<file path="config.mk">
export PLATFORM = sky130hd
export DESIGN_NAME = touch_pad_baseline_detector_top
export DESIGN_NICKNAME = d
export VERILOG_FILES = /design/src/hw/rtl/tpbd_pkg.sv /design/src/hw/rtl/tpbd_lane.sv /design/src/hw/rtl/tpbd_merge.sv /design/src/hw/rtl/touch_pad_baseline_detector_top.sv
export SDC_FILE = /design/constraint.sdc
export NUM_CORES = 2
export LEC_CHECK = 0
export BUFFER_PORTS_ARGS = -buffer_cell sky130_fd_sc_hd__buf_2
export CAP_MARGIN = 10
export CORE_ASPECT_RATIO = 0.8
export CORE_MARGIN = 2
export CORE_UTILIZATION = 50
export CTS_BUF_LIST = sky130_fd_sc_hd__clkbuf_16
export DETAILED_ROUTE_END_ITERATION = 6
export PLACE_DENSITY = 0.66
export SKIP_CTS_REPAIR_TIMING = 1
export SLEW_MARGIN = 20
export SYNTH_ARGS = -nofsm -noshare
export SYNTH_HDL_FRONTEND = slang
export SYNTH_SLANG_ARGS = --single-unit
</file>
<file path="constraint.sdc">
create_clock -name clk -period 28.1 [get_ports clk]
set_input_delay 8.43 -clock clk [delete_from_list [all_inputs] [get_ports clk]]
set_output_delay 8.43 -clock clk [all_outputs]
set_load 0.03 [all_outputs]
</file>
<file path="src/hw/rtl/tpbd_pkg.sv">
// ----------------------------------------------------------------------------
// tpbd_pkg
// Shared widths, register indexes, reset values and types for the touch pad
// baseline detector.
// ----------------------------------------------------------------------------
package tpbd_pkg;

  localparam int NUM_PADS_DEFAULT = 5;

  localparam int SAMPLE_W   = 16;
  localparam int FILT_W     = 8;
  localparam int BASE_W     = 24;
  localparam int COEF_W     = 9;
  localparam int THRESH_W   = 8;

  localparam int CFG_IDX_W  = 2;
  localparam int CFG_DATA_W = 9;

  localparam logic [CFG_IDX_W-1:0] REG_IIR_COEF        = 2'd0;
  localparam logic [CFG_IDX_W-1:0] REG_PRESS_THRESHOLD = 2'd1;

  localparam logic [COEF_W-1:0]   COEF_ONE     = 9'd256;
  localparam logic [COEF_W-1:0]   COEF_RESET   = 9'd26;
  localparam logic [THRESH_W-1:0] THRESH_RESET = 8'd10;

  localparam int PAD_MASK_W  = 5;
  localparam int BTN_MASK_W  = 8;
  localparam int FIRST_W     = 4;
  localparam int OUT_TDATA_W = 24;

  localparam logic [FIRST_W-1:0] FIRST_NONE = 4'hF;

  // Filter settings seen by every lane
  typedef struct packed {
    logic [COEF_W-1:0]   coef;
    logic [THRESH_W-1:0] thresh;
  } cfg_t;

  // Per-beat lane control
  typedef struct packed {
    logic load;    // scan beat accepted this cycle
    logic primed;  // history and baselines already seeded
  } lane_ctrl_t;

endpackage

</file>
<file path="src/hw/rtl/tpbd_lane.sv">
// ----------------------------------------------------------------------------
// tpbd_lane
// One pad: peak-of-two filter, press compare and baseline IIR update.
// ----------------------------------------------------------------------------
module tpbd_lane (
  input  logic                           clk,
  input  tpbd_pkg::lane_ctrl_t           ctrl,
  input  tpbd_pkg::cfg_t                 cfg,
  input  logic [tpbd_pkg::SAMPLE_W-1:0]  sample,
  output logic                           pressed
);

  logic [tpbd_pkg::SAMPLE_W-1:0] prev;
  logic [tpbd_pkg::BASE_W-1:0]   baseline;
  logic [tpbd_pkg::BASE_W-1:0]   baseline_next;

  logic [tpbd_pkg::SAMPLE_W-1:0] peak;
  logic [tpbd_pkg::FILT_W-1:0]   filt;
  logic [tpbd_pkg::FILT_W:0]     limit;
  logic signed [24:0]            diff;
  logic signed [34:0]            prod;
  logic signed [34:0]            acc;

  assign peak  = (sample > prev) ? sample : prev;
  assign filt  = peak[tpbd_pkg::FILT_W-1:0];
  assign limit = {1'b0, filt} + {1'b0, cfg.thresh};

  // press when (filt + thresh) * 256 < baseline, compared at full width
  assign pressed = ctrl.primed && ({7'b0, limit, 8'b0} < baseline);

  // b*256 + c*(f*256 - b) is the same sum as c*f*256 + (256-c)*b, one multiply
  assign diff = $signed({9'b0, filt, 8'b0}) - $signed({1'b0, baseline});
  assign prod = $signed({1'b0, cfg.coef}) * diff;
  assign acc  = $signed({3'b0, baseline, 8'b0}) + prod;

  always_comb begin
    if (!ctrl.primed) begin
      baseline_next = {sample, 8'b0};
    end else if (!pressed) begin
      baseline_next = acc[31:8];
    end else begin
      baseline_next = baseline;
    end
  end

  always_ff @(posedge clk) begin
    if (ctrl.load) begin
      prev     <= sample;
      baseline <= baseline_next;
    end
  end

endmodule

</file>
<file path="src/hw/rtl/tpbd_merge.sv">
// ----------------------------------------------------------------------------
// tpbd_merge
// Combines lane press flags into pad mask, button mask and first button,
// and holds the result beat in the output register.
// ----------------------------------------------------------------------------
module tpbd_merge #(
  parameter int NUM_PADS = tpbd_pkg::NUM_PADS_DEFAULT
) (
  input  logic                               clk,
  input  logic                               rst,
  input  logic                               load,
  input  logic [NUM_PADS-1:0]                pressed,
  output logic                               in_ready,
  output logic                               out_valid,
  input  logic                               out_ready,
  output logic [tpbd_pkg::OUT_TDATA_W-1:0]   out_data
);

  localparam int BtnN = 2 * (NUM_PADS - 1);

  logic                              shift;
  logic [BtnN-1:0]                   btn;
  logic [BtnN+tpbd_pkg::BTN_MASK_W-1:0]     btn_ext;
  logic [NUM_PADS+tpbd_pkg::PAD_MASK_W-1:0] pad_ext;
  logic [tpbd_pkg::FIRST_W-1:0]      first;
  logic [tpbd_pkg::OUT_TDATA_W-1:0]  data_next;

  assign shift = pressed[NUM_PADS-1];

  always_comb begin
    for (int i = 0; i < BtnN; i++) begin
      btn[i] = pressed[i/2] && (((i % 2) == 1) ? shift : !shift);
    end
  end

  // lowest set button; index is cut to the field width
  always_comb begin
    first = tpbd_pkg::FIRST_NONE;
    for (int i = BtnN - 1; i >= 0; i--) begin
      if (btn[i]) first = 4'(i);
    end
  end

  assign btn_ext = {{tpbd_pkg::BTN_MASK_W{1'b0}}, btn};
  assign pad_ext = {{tpbd_pkg::PAD_MASK_W{1'b0}}, pressed};

  assign data_next = {7'b0, first, btn_ext[tpbd_pkg::BTN_MASK_W-1:0],
                      pad_ext[tpbd_pkg::PAD_MASK_W-1:0]};

  assign in_ready = !out_valid || out_ready;

  always_ff @(posedge clk) begin
    if (rst) begin
      out_valid <= 1'b0;
    end else if (load) begin
      out_valid <= 1'b1;
    end else if (out_ready) begin
      out_valid <= 1'b0;
    end
  end

  always_ff @(posedge clk) begin
    if (load) out_data <= data_next;
  end

endmodule

</file>
<file path="src/hw/rtl/touch_pad_baseline_detector_top.sv">
// ----------------------------------------------------------------------------
// touch_pad_baseline_detector_top
// Capacitive touch pad press detector with per-pad baseline tracking.
// ----------------------------------------------------------------------------
//  channel | dir | fields (low bit up)
//  --------+-----+------------------------------------------------------------
//  s_*     | in  | tdata: pad0_sample[15:0] .. pad(N-1)_sample, 16 bits each
//  m_*     | out | tdata: pad_pressed_mask[4:0], button_pressed_mask[12:5],
//          |     |        first_button[16:13] (signed, 0xF = none), zero pad
//  cfg_*   | in  | index 0 iir_coef (9b, >256 saturates), 1 press_threshold
//
// One scan beat per cycle while s_tready is high; a result beat is presented
// from the output register in the cycle after its scan is accepted. Per-pad
// work is one lane per pad, each with a single 10x25 multiply for the IIR
// step in the accept cycle. s_tready drops only while a result beat waits
// and m_tready is low. Synchronous reset sets the config registers to their
// reset values and clears the output valid and the primed flag; the first
// scan afterwards seeds history and baselines and reports no press.
// ----------------------------------------------------------------------------
module touch_pad_baseline_detector_top #(
  parameter int NUM_PADS = tpbd_pkg::NUM_PADS_DEFAULT
) (
  input  logic                                clk,
  input  logic                                rst,
  // scan beats: pad samples, pad 0 in the low bits
  input  logic                                s_tvalid,
  output logic                                s_tready,
  input  logic [NUM_PADS*tpbd_pkg::SAMPLE_W-1:0] s_tdata,
  // result beats: pad_pressed_mask, button_pressed_mask, first_button
  output logic                                m_tvalid,
  input  logic                                m_tready,
  output logic [tpbd_pkg::OUT_TDATA_W-1:0]    m_tdata,
  // register writes
  input  logic                                cfg_we,
  input  logic [tpbd_pkg::CFG_IDX_W-1:0]      cfg_index,
  input  logic [tpbd_pkg::CFG_DATA_W-1:0]     cfg_data
);

  tpbd_pkg::cfg_t       cfg;
  tpbd_pkg::lane_ctrl_t ctrl;
  logic                 primed;
  logic                 accept;
  logic [NUM_PADS-1:0]  pressed;

  assign accept      = s_tvalid && s_tready;
  assign ctrl.load   = accept;
  assign ctrl.primed = primed;

  // register file; unknown indexes are dropped
  always_ff @(posedge clk) begin
    if (rst) begin
      cfg.coef   <= tpbd_pkg::COEF_RESET;
      cfg.thresh <= tpbd_pkg::THRESH_RESET;
    end else if (cfg_we) begin
      unique case (cfg_index)
        tpbd_pkg::REG_IIR_COEF: begin
          cfg.coef <= (cfg_data > tpbd_pkg::COEF_ONE) ? tpbd_pkg::COEF_ONE : cfg_data;
        end
        tpbd_pkg::REG_PRESS_THRESHOLD: begin
          cfg.thresh <= cfg_data[tpbd_pkg::THRESH_W-1:0];
        end
        default: begin
        end
      endcase
    end
  end

  // first accepted scan only seeds the lanes
  always_ff @(posedge clk) begin
    if (rst) begin
      primed <= 1'b0;
    end else if (accept) begin
      primed <= 1'b1;
    end
  end

  for (genvar g = 0; g < NUM_PADS; g++) begin : g_lane
    tpbd_lane u_lane (
      .clk     (clk),
      .ctrl    (ctrl),
      .cfg     (cfg),
      .sample  (s_tdata[g*tpbd_pkg::SAMPLE_W +: tpbd_pkg::SAMPLE_W]),
      .pressed (pressed[g])
    );
  end

  tpbd_merge #(
    .NUM_PADS (NUM_PADS)
  ) u_merge (
    .clk       (clk),
    .rst       (rst),
    .load      (accept),
    .pressed   (pressed),
    .in_ready  (s_tready),
    .out_valid (m_tvalid),
    .out_ready (m_tready),
    .out_data  (m_tdata)
  );

endmodule

</file>
==> run metrics <==
status=completed; H-tree level count=2; WL per Instance=19.1 µm; slew margin rel.=21.1%; fin crit share=67.0%; I/O Pins=122; largest area contributor in the netlist=fa_1; Slew @ Worst Pin=1.17 ns; RD Place Congestion=0.880; worst skew pair latency=0.60 ns; Mapped Cells=5837; max-cap violations=0; 1st-pass router iterations=6; Bufs on Longest Clock Path=3; Detail Placement HPWL=110000 µm; CTS tree=done; data required time of the critical path=28.45 ns; synthesized area=54700 µm²; ys async rst share=0%; RSZ-0062 raised after global routing=false; Final setup viols=0; final hold violations=0; largest net degree at the start of global routing=71; DRC Markers=0; Reg clk slew, reported paths=0.05 ns; Seq/Total Area, Yosys=12.6%; Avg Inst Size Synth=9.38 µm²; type of the worst min-delay path=register to register; most common cell after layout, fill and taps aside=inv_1; ys flop type=edfxtp_1; ANT nets after route=0; nature of the critical path endpoint=register; CP startpoint kind=input port; Overall Global Routing Usage=26.2%; drt total wl=140000 µm; TNS Setup=0 ns; max-slew violation count=0; yosys warns=0; Initial Util=50.4%; Core ar.=109000 µm²; Critical Path AT=19.17 ns; clock tree sinks=236; die footprint=112000 µm²; vias in the first global route=41859; via/cell ratio=5.32; area fraction of the dominant cell type after synthesis=35.8%; Finished Core Util=53.6%; Iter 0 DRT Violations=2554; f_max=53.1 MHz; Netlist cell types=88; Rows=108; EDFF count, synth=217; via count=39154; PortBufs=114; Setup Skew=0.0413 ns; WS Path Type=input port to register; first-pass GRT wire length=232000 µm; largest cells by area after synthesis=fa_1, ha_1, edfxtp_1, inv_1, and2_1; initial antenna violation count=6; crit path max fanout=9; grt total ovfl=0; CP max-delay cell=xnor2_1; max incr delay on CP=0.80 ns; Chip Width=374 µm; CTS root buffer=clkbuf_16; post-layout minimum cycle time=18.82 ns; layout cell share with drive strength beyond 1=6.37%; Layout area overhead=6.21%; #FFs+latches synth=236; cts bufs inserted=36; final net count=7529; Die Y=300 µm; most frequent cells in the layout=inv_1, fa_1, nand2_1
==> routing by layer <==
metal | vias up | global-route usage, % | routed length (µm)
li1 | 18094 | - | -
met1 | 19649 | 39.3 | 65900
met2 | 1241 | 39.5 | 60500
met3 | 168 | 4.86 | 11100
met4 | 2 | 6.12 | 2880
met5 | - | 0 | 11
==> final timing paths <==
check | start | to | slack (ns) | depth (start not counted)
setup / recovery | s_tdata[1] | g_lane[0].u_lane.baseline[23]$_DFFE_PP_ | 9.28 | 41
hold / removal | u_merge.out_valid$_SDFFE_PP0P_ | u_merge.out_valid$_SDFFE_PP0P_ | 0.53 | 2
setup reg to reg | g_lane[0].u_lane.prev[1]$_DFFE_PP_ | g_lane[0].u_lane.baseline[23]$_DFFE_PP_ | 16.84 | 41
hold reg to reg | u_merge.out_valid$_SDFFE_PP0P_ | u_merge.out_valid$_SDFFE_PP0P_ | 0.53 | 2
==> stage by stage <==
| step | hold WS (ns) | setup WS, ns | cell area [µm²] | std cells |
|---|---|---|---|---|
| floorplan | 0.555 | 10.28 | 54800 | 5843 |
| global placement | 0.505 | 8.74 | 56900 | 7285 |
| detailed placement | 0.524 | 8.72 | 56900 | 7285 |
| CTS | 0.534 | 9.32 | 58100 | 7347 |
| global route | 0.571 | 8.42 | 58100 | 7350 |
| finish | 0.532 | 9.28 | 58100 | 7353 |
==> cell type report <==
| class | instances | area [µm²] |
|---|---|---|
| fill | 9870 | 50400 |
| sequential | 236 | 6930 |
| inverter | 1319 | 4950 |
| antenna | 6 | 15.0 |
| tap | 1430 | 1790 |
| timing repair buffer | 174 | 1020 |
| clock buffer | 37 | 926 |
| clock inverter | 25 | 234 |
| multi-input combinational | 4126 | 42300 |
==> critical path: cells and delay by family <==
family | cells | cell delay (ns)
AOI/OAI and AO/OA | 20 | 4.66
xor gates and xnor gates | 2 | 0.88
adders and majority gates | 8 | 3.37
buffers and inverters | 4 | 0.27
muxes | 2 | 0.72
and+or+nand+nor | 5 | 0.83
==> kinds of logic (layout without fill, tap and decap cells) <==
logic type	count (synthesis)	after routing	share of synthesized area [%]
buffers and inverters	1481	1555	10.3
adders and majority gates	1540	1540	48.7
xor gates and xnor gates	304	304	4.88
and+or+nand+nor	1636	1636	15.1
AOI/OAI and AO/OA	530	530	6.26
other	1	13	0.00685
muxes	109	109	2.21
DFF	236	236	12.6
==> Yosys cell counts, types with 5 or more instances <==
library cell	count
inv_1	1319
fa_1	980
nand2_1	642
ha_1	560
and2_1	527
xnor2_1	227
edfxtp_1	217
a21oi_1	170
nor2_1	163
clkbuf_1	146
mux2_2	96
a21o_1	87
o21ai_0	84
xor2_1	76
nor2b_1	57
nor3_1	53
o21a_1	42
nand4_1	36
nand2b_1	34
nand3_1	33
o21bai_1	20
a31oi_1	19
dfxtp_1	19
and3_1	18
or3_1	16
mux2i_1	13
nor3b_1	12
nand3b_1	9
o21ai_1	9
o31ai_1	9
a211oi_1	8
o211ai_1	8
a31o_2	7
buf_4	7
or2_2	7
a211o_1	6
or4_1	6
o2111ai_1	5
==> sequential cells by signal (all words and copies together) (netlist names) <==
signal / flops
cfg: 17
u_merge.out_valid: 1
primed: 1
u_merge.out_data: 17
g_lane.u_lane.baseline: 120
g_lane.u_lane.prev: 80
Power is left out: the tool's default activity adds up to more than one toggle a clock period on the data nets, which glitch-free logic cannot reach.
